$ cat src/hw/rtl/scaled_monomial_basis_eval_defines.svh
`ifndef SCALED_MONOMIAL_BASIS_EVAL_DEFINES_SVH
`define SCALED_MONOMIAL_BASIS_EVAL_DEFINES_SVH

// Same-cycle implication, checked at every rising edge outside reset.
`define SMBE_ASSERT_SAME(label, clk, rst_n, ante, cons, msg) \
	label: assert property (@(posedge clk) disable iff (!rst_n) (ante) |-> (cons)) \
		else $error(msg);

// Next-cycle implication.
`define SMBE_ASSERT_NEXT(label, clk, rst_n, ante, cons, msg) \
	label: assert property (@(posedge clk) disable iff (!rst_n) (ante) |=> (cons)) \
		else $error(msg);

`endif

$ cat src/hw/rtl/smbe_pkg.sv
package smbe_pkg;

	// configuration register indexes
	localparam logic [2:0] REG_CENTER_X    = 3'd0;
	localparam logic [2:0] REG_CENTER_Y    = 3'd1;
	localparam logic [2:0] REG_INV_EXT_X   = 3'd2;
	localparam logic [2:0] REG_INV_EXT_Y   = 3'd3;
	localparam logic [2:0] REG_TOTAL_ORDER = 3'd4;

	localparam logic [31:0] INV_EXT_RESET     = 32'h0001_0000;
	localparam logic [3:0]  TOTAL_ORDER_RESET = 4'd15;

	// function selector codes
	localparam logic [2:0] FUNC_VALUE = 3'd0;
	localparam logic [2:0] FUNC_DX    = 3'd1;
	localparam logic [2:0] FUNC_DY    = 3'd2;
	localparam logic [2:0] FUNC_D2X   = 3'd3;
	localparam logic [2:0] FUNC_DXY   = 3'd4;
	localparam logic [2:0] FUNC_D2Y   = 3'd5;

	// rounding shifts: coordinates go Q16.16 x Q16.16 -> Q24.24, products stay Q24.24
	localparam int unsigned COORD_SHIFT = 8;
	localparam int unsigned FRAC_SHIFT  = 24;

	localparam logic [47:0] LIM_POS = 48'h7FFF_FFFF_FFFF;
	localparam logic [47:0] LIM_NEG = 48'h8000_0000_0000;

	typedef struct packed {
		logic signed [31:0] center_x;
		logic signed [31:0] center_y;
		logic [31:0]        inv_ext_x;
		logic [31:0]        inv_ext_y;
		logic [3:0]         total_order;
	} cfg_t;

	typedef struct packed {
		logic               start;
		logic               coord;
		logic signed [47:0] a;
		logic signed [47:0] b;
	} mul_req_t;

	typedef struct packed {
		logic               done;
		logic               sat;
		logic signed [47:0] result;
	} mul_rsp_t;

	typedef enum logic [2:0] {
		MP_IDLE,
		MP_PP0,
		MP_PP1,
		MP_PP2,
		MP_PP3,
		MP_RND
	} mul_phase_t;

	typedef enum logic [2:0] {
		S_IDLE,
		S_DEG,
		S_SETUP,
		S_PICK,
		S_WAIT
	} seq_state_t;

	typedef enum logic [2:0] {
		OP_DU,
		OP_DV,
		OP_PX,
		OP_PY,
		OP_SX,
		OP_SY
	} mul_op_t;

endpackage

$ cat src/hw/rtl/smbe_mul.sv
`include "scaled_monomial_basis_eval_defines.svh"

module smbe_mul (
	input  logic              clk,
	input  logic              arst_n,
	input  smbe_pkg::mul_req_t req,
	output smbe_pkg::mul_rsp_t rsp
);
	import smbe_pkg::*;

	localparam int unsigned OP_W   = 48;
	localparam int unsigned HALF_W = OP_W / 2;
	localparam int unsigned PROD_W = 2 * OP_W;
	localparam int unsigned MAG_W  = PROD_W - COORD_SHIFT;

	mul_phase_t phase_q, phase_d;

	logic [OP_W-1:0]     ma_q, mb_q;
	logic                neg_q, coord_q;
	logic [PROD_W-1:0]   prod_q;
	logic [OP_W-1:0]     mag_q;
	logic                sat_q, done_q;

	logic [OP_W-1:0]     abs_a, abs_b;
	logic [HALF_W-1:0]   pa, pb;
	logic [2*HALF_W-1:0] pp;
	logic [PROD_W-1:0]   pp_sh, half, rnd;
	logic [MAG_W-1:0]    shifted;
	logic [OP_W-1:0]     lim, mag_d;
	logic                over;

	assign abs_a = req.a[OP_W-1] ? OP_W'(~req.a + 1'b1) : req.a;
	assign abs_b = req.b[OP_W-1] ? OP_W'(~req.b + 1'b1) : req.b;

	always_comb begin
		phase_d = phase_q;
		unique case (phase_q)
			MP_IDLE: if (req.start) phase_d = MP_PP0;
			MP_PP0:  phase_d = MP_PP1;
			MP_PP1:  phase_d = MP_PP2;
			MP_PP2:  phase_d = MP_PP3;
			MP_PP3:  phase_d = MP_RND;
			MP_RND:  phase_d = MP_IDLE;
			default: phase_d = MP_IDLE;
		endcase
	end

	// one 24x24 partial product a cycle
	always_comb begin
		unique case (phase_q)
			MP_PP1: begin
				pa = ma_q[HALF_W-1:0];
				pb = mb_q[OP_W-1:HALF_W];
			end
			MP_PP2: begin
				pa = ma_q[OP_W-1:HALF_W];
				pb = mb_q[HALF_W-1:0];
			end
			MP_PP3: begin
				pa = ma_q[OP_W-1:HALF_W];
				pb = mb_q[OP_W-1:HALF_W];
			end
			default: begin
				pa = ma_q[HALF_W-1:0];
				pb = mb_q[HALF_W-1:0];
			end
		endcase
	end

	assign pp = pa * pb;

	always_comb begin
		unique case (phase_q)
			MP_PP1, MP_PP2: pp_sh = PROD_W'(pp) << HALF_W;
			MP_PP3:         pp_sh = PROD_W'(pp) << (2 * HALF_W);
			default:        pp_sh = PROD_W'(pp);
		endcase
	end

	// round half away from zero on the magnitude, then clip
	assign half    = coord_q ? (PROD_W'(1) << (COORD_SHIFT - 1)) : (PROD_W'(1) << (FRAC_SHIFT - 1));
	assign rnd     = prod_q + half;
	assign shifted = coord_q ? MAG_W'(rnd >> COORD_SHIFT) : MAG_W'(rnd >> FRAC_SHIFT);
	assign lim     = neg_q ? LIM_NEG : LIM_POS;
	assign over    = shifted > MAG_W'(lim);
	assign mag_d   = over ? lim : shifted[OP_W-1:0];

	always_ff @(posedge clk or negedge arst_n) begin
		if (!arst_n) begin
			phase_q <= MP_IDLE;
			done_q  <= 1'b0;
		end else begin
			phase_q <= phase_d;
			done_q  <= (phase_q == MP_RND);
		end
	end

	always_ff @(posedge clk) begin
		unique case (phase_q)
			MP_IDLE: if (req.start) begin
				ma_q    <= abs_a;
				mb_q    <= abs_b;
				neg_q   <= req.a[OP_W-1] ^ req.b[OP_W-1];
				coord_q <= req.coord;
				prod_q  <= '0;
			end
			MP_PP0, MP_PP1, MP_PP2, MP_PP3: prod_q <= prod_q + pp_sh;
			MP_RND: begin
				mag_q <= mag_d;
				sat_q <= over;
			end
			default: ;
		endcase
	end

	always_comb begin
		rsp.done   = done_q;
		rsp.sat    = sat_q;
		rsp.result = neg_q ? OP_W'(~mag_q + 1'b1) : mag_q;
	end

	`SMBE_ASSERT_SAME(a_start_idle, clk, arst_n, req.start, phase_q == MP_IDLE, "multiply issued while unit busy")
	`SMBE_ASSERT_NEXT(a_done_after_round, clk, arst_n, phase_q == MP_RND, done_q, "no done after round phase")
	`SMBE_ASSERT_SAME(a_sat_at_limit, clk, arst_n, done_q && sat_q, (mag_q == LIM_POS) || (mag_q == LIM_NEG), "clipped magnitude not at a limit")

endmodule

$ cat src/hw/rtl/smbe_seq.sv
`include "scaled_monomial_basis_eval_defines.svh"

module smbe_seq #(
	parameter int unsigned MAX_ORDER = 15
) (
	input  logic               clk,
	input  logic               arst_n,
	input  smbe_pkg::cfg_t     cfg,
	input  logic               start,
	input  logic signed [31:0] point_x,
	input  logic signed [31:0] point_y,
	input  logic [7:0]         basis_index,
	input  logic [2:0]         func,
	output logic               busy,
	output smbe_pkg::mul_req_t mul_req,
	input  smbe_pkg::mul_rsp_t mul_rsp,
	output logic               done,
	output logic signed [47:0] result_value,
	output logic               error_flag,
	output logic               saturated
);
	import smbe_pkg::*;

	localparam int unsigned EW    = $clog2(MAX_ORDER + 1);
	localparam int unsigned XW    = EW + 2;
	localparam int unsigned CW    = 2 * EW;
	localparam int unsigned TRI_W = 8;
	localparam logic [4:0]  MAX_ORD5 = 5'(MAX_ORDER);

	seq_state_t state_q, state_d;

	logic signed [31:0] px_q, py_q;
	logic [7:0]         idx_q;
	logic [2:0]         func_q;
	logic [EW-1:0]      o_q, ex_q, ey_q, cnt_px_q, cnt_py_q;
	logic [1:0]         cnt_sx_q, cnt_sy_q;
	logic               need_du_q, need_dv_q;
	logic [TRI_W-1:0]   tri_base_q, tri_next_q;
	logic signed [32:0] diff_x_q, diff_y_q;
	logic signed [47:0] acc_q, du_q, dv_q;
	logic               sat_q;
	mul_op_t            op_q, op_sel;
	logic               op_any;

	logic               done_q, err_q, satout_q;
	logic signed [47:0] result_q;

	logic [4:0]         t5;
	logic [EW-1:0]      t_ord;
	logic               func_bad, deg_hit, at_top, deg_err, vanish;
	logic [TRI_W-1:0]   k_val;
	logic [1:0]         cx, cy;
	logic [EW-1:0]      ca, cb;
	logic [CW-1:0]      coef;
	logic [XW-1:0]      ia_full, ib_full;

	logic               fin, fin_err, fin_sat;
	logic signed [47:0] fin_val;

	assign t5    = ({1'b0, cfg.total_order} > MAX_ORD5) ? MAX_ORD5 : {1'b0, cfg.total_order};
	assign t_ord = t5[EW-1:0];

	// degree search walks the triangular numbers one step a cycle
	assign func_bad = func_q > FUNC_D2Y;
	assign deg_hit  = idx_q >= tri_next_q;
	assign at_top   = o_q == t_ord;
	assign deg_err  = func_bad || (deg_hit && at_top);
	assign k_val    = idx_q - tri_base_q;

	always_comb begin
		cx = 2'd0;
		cy = 2'd0;
		ca = EW'(1);
		cb = EW'(1);
		unique case (func_q)
			FUNC_VALUE: ;
			FUNC_DX: begin
				cx = 2'd1;
				ca = ex_q;
			end
			FUNC_DY: begin
				cy = 2'd1;
				ca = ey_q;
			end
			FUNC_D2X: begin
				cx = 2'd2;
				ca = ex_q;
				cb = EW'(ex_q - 1'b1);
			end
			FUNC_DXY: begin
				cx = 2'd1;
				cy = 2'd1;
				ca = ex_q;
				cb = ey_q;
			end
			FUNC_D2Y: begin
				cy = 2'd2;
				ca = ey_q;
				cb = EW'(ey_q - 1'b1);
			end
			default: ;
		endcase
	end

	assign coef    = CW'(ca) * CW'(cb);
	assign ia_full = XW'(ex_q) - XW'(cx);
	assign ib_full = XW'(ey_q) - XW'(cy);
	assign vanish  = ia_full[XW-1] | ib_full[XW-1];

	// coordinates first, then powers of du, powers of dv, x scales, y scales
	always_comb begin
		op_sel = OP_DU;
		op_any = 1'b1;
		priority if (need_du_q) op_sel = OP_DU;
		else if (need_dv_q)     op_sel = OP_DV;
		else if (cnt_px_q != '0) op_sel = OP_PX;
		else if (cnt_py_q != '0) op_sel = OP_PY;
		else if (cnt_sx_q != '0) op_sel = OP_SX;
		else if (cnt_sy_q != '0) op_sel = OP_SY;
		else op_any = 1'b0;
	end

	always_comb begin
		mul_req.start = (state_q == S_PICK) && op_any;
		mul_req.coord = (op_sel == OP_DU) || (op_sel == OP_DV);
		mul_req.a     = acc_q;
		unique case (op_sel)
			OP_DU: begin
				mul_req.a = 48'(diff_x_q);
				mul_req.b = $signed({16'b0, cfg.inv_ext_x});
			end
			OP_DV: begin
				mul_req.a = 48'(diff_y_q);
				mul_req.b = $signed({16'b0, cfg.inv_ext_y});
			end
			OP_PX:   mul_req.b = du_q;
			OP_PY:   mul_req.b = dv_q;
			OP_SX:   mul_req.b = $signed({8'b0, cfg.inv_ext_x, 8'b0});
			OP_SY:   mul_req.b = $signed({8'b0, cfg.inv_ext_y, 8'b0});
			default: mul_req.b = du_q;
		endcase
	end

	always_comb begin
		state_d = state_q;
		unique case (state_q)
			S_IDLE:  if (start) state_d = S_DEG;
			S_DEG: begin
				if (deg_err) state_d = S_IDLE;
				else if (!deg_hit) state_d = S_SETUP;
			end
			S_SETUP: state_d = vanish ? S_IDLE : S_PICK;
			S_PICK:  state_d = op_any ? S_WAIT : S_IDLE;
			S_WAIT:  if (mul_rsp.done) state_d = S_PICK;
			default: state_d = S_IDLE;
		endcase
	end

	always_comb begin
		busy    = state_q != S_IDLE;
		fin     = 1'b0;
		fin_err = 1'b0;
		fin_sat = 1'b0;
		fin_val = '0;
		unique case (state_q)
			S_DEG: if (deg_err) begin
				fin     = 1'b1;
				fin_err = 1'b1;
			end
			S_SETUP: fin = vanish;
			S_PICK: if (!op_any) begin
				fin     = 1'b1;
				fin_val = acc_q;
				fin_sat = sat_q;
			end
			default: ;
		endcase
	end

	always_ff @(posedge clk or negedge arst_n) begin
		if (!arst_n) begin
			state_q <= S_IDLE;
			done_q  <= 1'b0;
		end else begin
			state_q <= state_d;
			done_q  <= fin;
		end
	end

	always_ff @(posedge clk) begin
		unique case (state_q)
			S_IDLE: if (start) begin
				px_q       <= point_x;
				py_q       <= point_y;
				idx_q      <= basis_index;
				func_q     <= func;
				o_q        <= '0;
				tri_base_q <= '0;
				tri_next_q <= TRI_W'(1);
			end
			S_DEG: begin
				if (deg_hit && !at_top) begin
					o_q        <= EW'(o_q + 1'b1);
					tri_base_q <= tri_next_q;
					tri_next_q <= TRI_W'(tri_next_q + TRI_W'(o_q) + TRI_W'(2));
				end else if (!deg_hit) begin
					ex_q <= EW'(o_q - k_val[EW-1:0]);
					ey_q <= k_val[EW-1:0];
				end
			end
			S_SETUP: begin
				cnt_px_q  <= ia_full[EW-1:0];
				cnt_py_q  <= ib_full[EW-1:0];
				cnt_sx_q  <= cx;
				cnt_sy_q  <= cy;
				need_du_q <= ia_full != '0;
				need_dv_q <= ib_full != '0;
				acc_q     <= $signed(48'(coef) << FRAC_SHIFT);
				sat_q     <= 1'b0;
				diff_x_q  <= 33'(px_q) - 33'(cfg.center_x);
				diff_y_q  <= 33'(py_q) - 33'(cfg.center_y);
			end
			S_PICK: if (op_any) op_q <= op_sel;
			S_WAIT: if (mul_rsp.done) begin
				sat_q <= sat_q | mul_rsp.sat;
				unique case (op_q)
					OP_DU: begin
						du_q      <= mul_rsp.result;
						need_du_q <= 1'b0;
					end
					OP_DV: begin
						dv_q      <= mul_rsp.result;
						need_dv_q <= 1'b0;
					end
					OP_PX: begin
						acc_q    <= mul_rsp.result;
						cnt_px_q <= EW'(cnt_px_q - 1'b1);
					end
					OP_PY: begin
						acc_q    <= mul_rsp.result;
						cnt_py_q <= EW'(cnt_py_q - 1'b1);
					end
					OP_SX: begin
						acc_q    <= mul_rsp.result;
						cnt_sx_q <= cnt_sx_q - 1'b1;
					end
					OP_SY: begin
						acc_q    <= mul_rsp.result;
						cnt_sy_q <= cnt_sy_q - 1'b1;
					end
					default: ;
				endcase
			end
			default: ;
		endcase
		if (fin) begin
			result_q <= fin_val;
			err_q    <= fin_err;
			satout_q <= fin_sat;
		end
	end

	assign done         = done_q;
	assign result_value = result_q;
	assign error_flag   = err_q;
	assign saturated    = satout_q;

	`SMBE_ASSERT_NEXT(a_busy_after_accept, clk, arst_n, start && !busy, busy, "accepted item left the block idle")
	`SMBE_ASSERT_SAME(a_error_clean, clk, arst_n, done_q && err_q, (result_q == '0) && !satout_q, "error result not cleared")
	`SMBE_ASSERT_SAME(a_rsp_in_wait, clk, arst_n, mul_rsp.done, state_q == S_WAIT, "multiply result with nobody waiting")
	`SMBE_ASSERT_SAME(a_strobe_idle, clk, arst_n, done_q, state_q == S_IDLE, "result strobe while still working")

endmodule

$ cat src/hw/rtl/scaled_monomial_basis_eval.sv
// Evaluates one member of a scaled 2D monomial basis, or one of its first or second
// partial derivatives, at a Q16.16 point and returns a saturating Q24.24 value. An item
// is taken when start is high and busy is low; busy then stays high until the result
// appears on result_value, error_flag and saturated for exactly one cycle with done
// high. The receiver cannot stall, so every result must be captured in that cycle. All
// multiplications share one 48x48 unit built from four 24x24 partial products; it
// accumulates the partial products, then rounds and clips, and takes one multiply at
// a time. An item issues M = ia + ib + cx + cy + (ia > 0) + (ib > 0) multiplies (ia, ib
// the remaining exponents, cx, cy the derivative counts); selector or index errors
// return without any multiply. The configuration port is always ready and must only
// be written while busy is low; out-of-range register indexes are ignored.
module scaled_monomial_basis_eval #(
	parameter int unsigned MAX_ORDER = 15
) (
	input  logic               clk,
	input  logic               arst_n,
	input  logic               start,
	output logic               busy,
	input  logic signed [31:0] point_x,
	input  logic signed [31:0] point_y,
	input  logic [7:0]         basis_index,
	input  logic [2:0]         func,
	output logic               done,
	output logic signed [47:0] result_value,
	output logic               error_flag,
	output logic               saturated,
	input  logic               cfg_valid,
	output logic               cfg_ready,
	input  logic [2:0]         cfg_index,
	input  logic [31:0]        cfg_data
);
	import smbe_pkg::*;

	cfg_t     cfg_q;
	mul_req_t mul_req;
	mul_rsp_t mul_rsp;

	assign cfg_ready = 1'b1;

	always_ff @(posedge clk or negedge arst_n) begin
		if (!arst_n) begin
			cfg_q.center_x    <= '0;
			cfg_q.center_y    <= '0;
			cfg_q.inv_ext_x   <= INV_EXT_RESET;
			cfg_q.inv_ext_y   <= INV_EXT_RESET;
			cfg_q.total_order <= TOTAL_ORDER_RESET;
		end else if (cfg_valid && cfg_ready) begin
			unique case (cfg_index)
				REG_CENTER_X:    cfg_q.center_x    <= $signed(cfg_data);
				REG_CENTER_Y:    cfg_q.center_y    <= $signed(cfg_data);
				REG_INV_EXT_X:   cfg_q.inv_ext_x   <= cfg_data;
				REG_INV_EXT_Y:   cfg_q.inv_ext_y   <= cfg_data;
				REG_TOTAL_ORDER: cfg_q.total_order <= cfg_data[3:0];
				default: ;
			endcase
		end
	end

	smbe_seq #(
		.MAX_ORDER(MAX_ORDER)
	) u_seq (
		.clk          (clk),
		.arst_n       (arst_n),
		.cfg          (cfg_q),
		.start        (start),
		.point_x      (point_x),
		.point_y      (point_y),
		.basis_index  (basis_index),
		.func         (func),
		.busy         (busy),
		.mul_req      (mul_req),
		.mul_rsp      (mul_rsp),
		.done         (done),
		.result_value (result_value),
		.error_flag   (error_flag),
		.saturated    (saturated)
	);

	smbe_mul u_mul (
		.clk    (clk),
		.arst_n (arst_n),
		.req    (mul_req),
		.rsp    (mul_rsp)
	);

endmodule
$ cat config.mk
export PLATFORM = sky130hd
export DESIGN_NAME = scaled_monomial_basis_eval
export DESIGN_NICKNAME = d
export VERILOG_FILES = /design/src/hw/rtl/smbe_pkg.sv /design/src/hw/rtl/smbe_mul.sv /design/src/hw/rtl/smbe_seq.sv /design/src/hw/rtl/scaled_monomial_basis_eval.sv
export VERILOG_INCLUDE_DIRS = /design/src /design/src/hw/rtl
export SDC_FILE = /design/constraint.sdc
export NUM_CORES = 2
export LEC_CHECK = 0
export BUFFER_PORTS_ARGS = -buffer_cell sky130_fd_sc_hd__buf_2
export CAP_MARGIN = 5
export CORE_MARGIN = 4
export CORE_UTILIZATION = 65
export CTS_BUF_LIST = sky130_fd_sc_hd__clkbuf_16
export CTS_CLUSTER_SIZE = 24
export DETAILED_ROUTE_END_ITERATION = 7
export PLACE_DENSITY = 0.84
export SLEW_MARGIN = 25
export SYNTH_ARGS = -nofsm -noshare
export SYNTH_HDL_FRONTEND = slang
export SYNTH_SLANG_ARGS = --single-unit
$ cat constraint.sdc
create_clock -name clk -period 25.3 [get_ports clk]
set_input_delay 5.06 -clock clk [delete_from_list [all_inputs] [get_ports clk]]
set_output_delay 5.06 -clock clk [all_outputs]
set_load 0.005 [all_outputs]
==> impl_results.md <==
- GRT Max-Usage Layer: met2
- Nets: slightly below 8000
- Mapped Avg Cell Area: a little under 10 um^2
- Die H: 325 um
- Critical Path Sink: u_mul.prod_q[95]
- Final Slew Violations: 0
- Primary FF master, synth: edfxtp_1
- First-pass GRT wire length: 306000 um
- Routed WL per cell: 25.0 um
- # IOs: 167
- Cts hold-fix bufs: 0
- Most frequent cells in the layout: inv_1, nor2_1, nand2_1
- Final hold viol count: 0
- Commonest non-fill, non-tap cell in the layout: inv_1
- Layout cells sized above 1: 0.0935
- FMAX: 71.2 MHz
- CP Launch Type: flip-flop
- DR iter-0 viols: 6240
- Number of global-route vias before repair: 51600
- Reg2Reg Depth: 42
- Crit path top cell by count: fa_1
- RSZ-0062 raised after global routing: no
- Post-synthesis sequential area ratio: 0.339
- Initial antenna violation count: 7
- Synth Instances: about 6700
- Status: finished, final reports clean
- Crit path launch: u_mul.phase_q[2]
- Sinks on Clock Net: between 700 and 800
- Drt pass-1 iters: 8
- FF-to-FF setup slack: 11.26 ns
- Gpl congestion: 1.01
- Synth Register Bits: 760
- CP bufs+invs: 6
- Initial Util: 0.659
- CTS resizes: 0
- Leading area contributor after synthesis: edfxtp_1
- WP data required: between 20 and 30 ns
- TNS Setup: 0 ns
- CTS Buffer Depth: 3
- GRT met1 Usage: 0.510
- Critical Path AT: between 10 and 15 ns
- Post-synth ARST share: 0.184
- Via density: 6.46
- Final-report setup violation count: 0
- DR DRC count: 0
- # H-tree levels: 3
- Syn Std Cell Area: 0.0653 mm^2
- Clk_lat worst skew: 0.68 ns
- Worst Max-Slew Pin Slew: 1.15 ns
- TritonCTS buffer count: 82
- TritonCTS clock tree: built
- Root Buffer: clkbuf_16
- Post-synth EDFFs: 620
- Area delta synth->final: 7.34%
- GRT Util Overall: 0.378
- Largest net degree at the start of global routing: 87
- Post-synth net total: roughly 7700
- Slowest CP cell: mux2i_1
- Met3 Use GR: 0.103
- Worst Path Max Fanout: 46
- Number of port buffers: approximately 170
- Delay-heaviest family, CP: compound AO/OA/AOI/OAI gates
- End of the worst register-to-register path: u_mul.prod_q[95]
- DIE AREA: 0.106 mm^2
- Worst path depth: 42
- Area share of the largest cell type after synthesis: 0.285
- Row Count: 115
- R2R Path Start: u_mul.phase_q[2]
- Max_cap viols: 0
- Via count: 52300
- Met2 GRT Util: 0.575
- GRT overflow: 0
- Syn. warnings: 0
- Min cycle time layout: 14.04 ns
- Core box area: 0.0990 mm^2
- Post-route antenna net violation count: 0
- Synth area leaders: edfxtp_1, fa_1, ha_1
- Reg clk slew, reported paths: about 0.06 ns
- Fillers: 7452
- Post-synth cell types: 106
- Die W: 325 um
- Final Cycle Share: 0.555
- CP endpoint kind: flip-flop
- Critical path class: flip-flop to flip-flop
- Max_slew headroom: 0.233
- Clk_skew: 0.0474 ns
- Setup bufs post-CTS: 0
- Placed wire-length estimate: about 150000 um
- CP max stage delay: 0.93 ns
- Post-Route WL: 202000 um
- Hold Crit Class: flip-flop to flip-flop
[area by class of cell]
type	instances	area, um^2	share of cell area
timing repair buffer	256	1520	0.0217
tap	1287	1610	0.0230
clock buffer	83	2080	0.0297
inverter	742	2790	0.0398
antenna	2	5.00	0.0000715
sequential	760	22100	0.316
clock inverter	64	566	0.00807
multi-input combinational	4900	39300	0.562
[cell usage after synthesis, types with 81 or more instances]
library cell / count
a21oi_1: 333
nand4_1: 81
nor2_1: 690
ha_1: 430
and2_1: 143
o21ai_0: 278
nand3_1: 89
mux2i_1: 120
clkbuf_1: 235
xor2_1: 166
a21o_1: 125
edfxtp_1: 620
nand2_1: 672
xnor2_1: 248
dfrtp_1: 134
inv_1: 739
fa_1: 494
mux2_2: 121
[layer usage]
metal / share of wire / wire length (um)
met2: 0.44 / 88900
met5: 0.00017 / 34
met3: 0.12 / 25200
met4: 0.056 / 11400
met1: 0.38 / 76700
[flip-flops by register name, summed over array words and instances (netlist names), 32 cells and up]
register and flops:
u_seq.diff_y_q 33, u_seq.py_q 32, u_seq.dv_q 48, u_mul.ma_q 48, u_mul.mb_q 48, u_seq.px_q 32
cfg_q 132, u_seq.du_q 48, u_seq.diff_x_q 33, u_mul.prod_q 96, u_seq.acc_q 48, u_mul.mag_q 48
u_seq.result_value 48
[worst min path at each step]
stage	to	depth (start not counted)	startpoint	slack (ns)
final	cfg_q[54]	1	cfg_q[54]	0.51
after global routing	cfg_q[21]	1	cfg_q[21]	0.51
after CTS	cfg_q[21]	1	cfg_q[21]	0.51
after detailed placement	cfg_q[21]	1	cfg_q[21]	0.49
after global placement	cfg_q[17]	1	cfg_q[17]	0.49
after floorplan	cfg_q[10]	1	cfg_q[10]	0.48
[through the flow]
step | util | hold WS [ns] | instance area (um^2) | setup slack, ns | cells
after global placement | 0.680 | 0.488 | 67400 | 11.82 | 7945
after global routing | 0.707 | 0.510 | 70000 | 10.50 | 8092
after floorplan | - | 0.479 | 65300 | 13.24 | 6680
after CTS | 0.707 | 0.507 | 70000 | 11.35 | 8092
final | 0.708 | 0.506 | 70000 | 11.26 | 8094
after detailed placement | 0.681 | 0.494 | 67400 | 11.45 | 7945
[cell families (layout without fill, tap and decap cells)]
group | after synthesis | after routing | share of synthesized area
fa+ha+maj | 924 | 924 | 0.234
flops | 760 | 760 | 0.339
compound gates | 1252 | 1252 | 0.124
buf+inv | 1020 | 1145 | 0.0605
mux | 241 | 241 | 0.0393
xor+xnor | 414 | 414 | 0.0556
other cells | 1 | 3 | 0.0000575
simple gates | 2068 | 2068 | 0.147
Power is left out: the tool's default activity adds up to more than one toggle a clock period on the data nets, which glitch-free logic cannot reach.
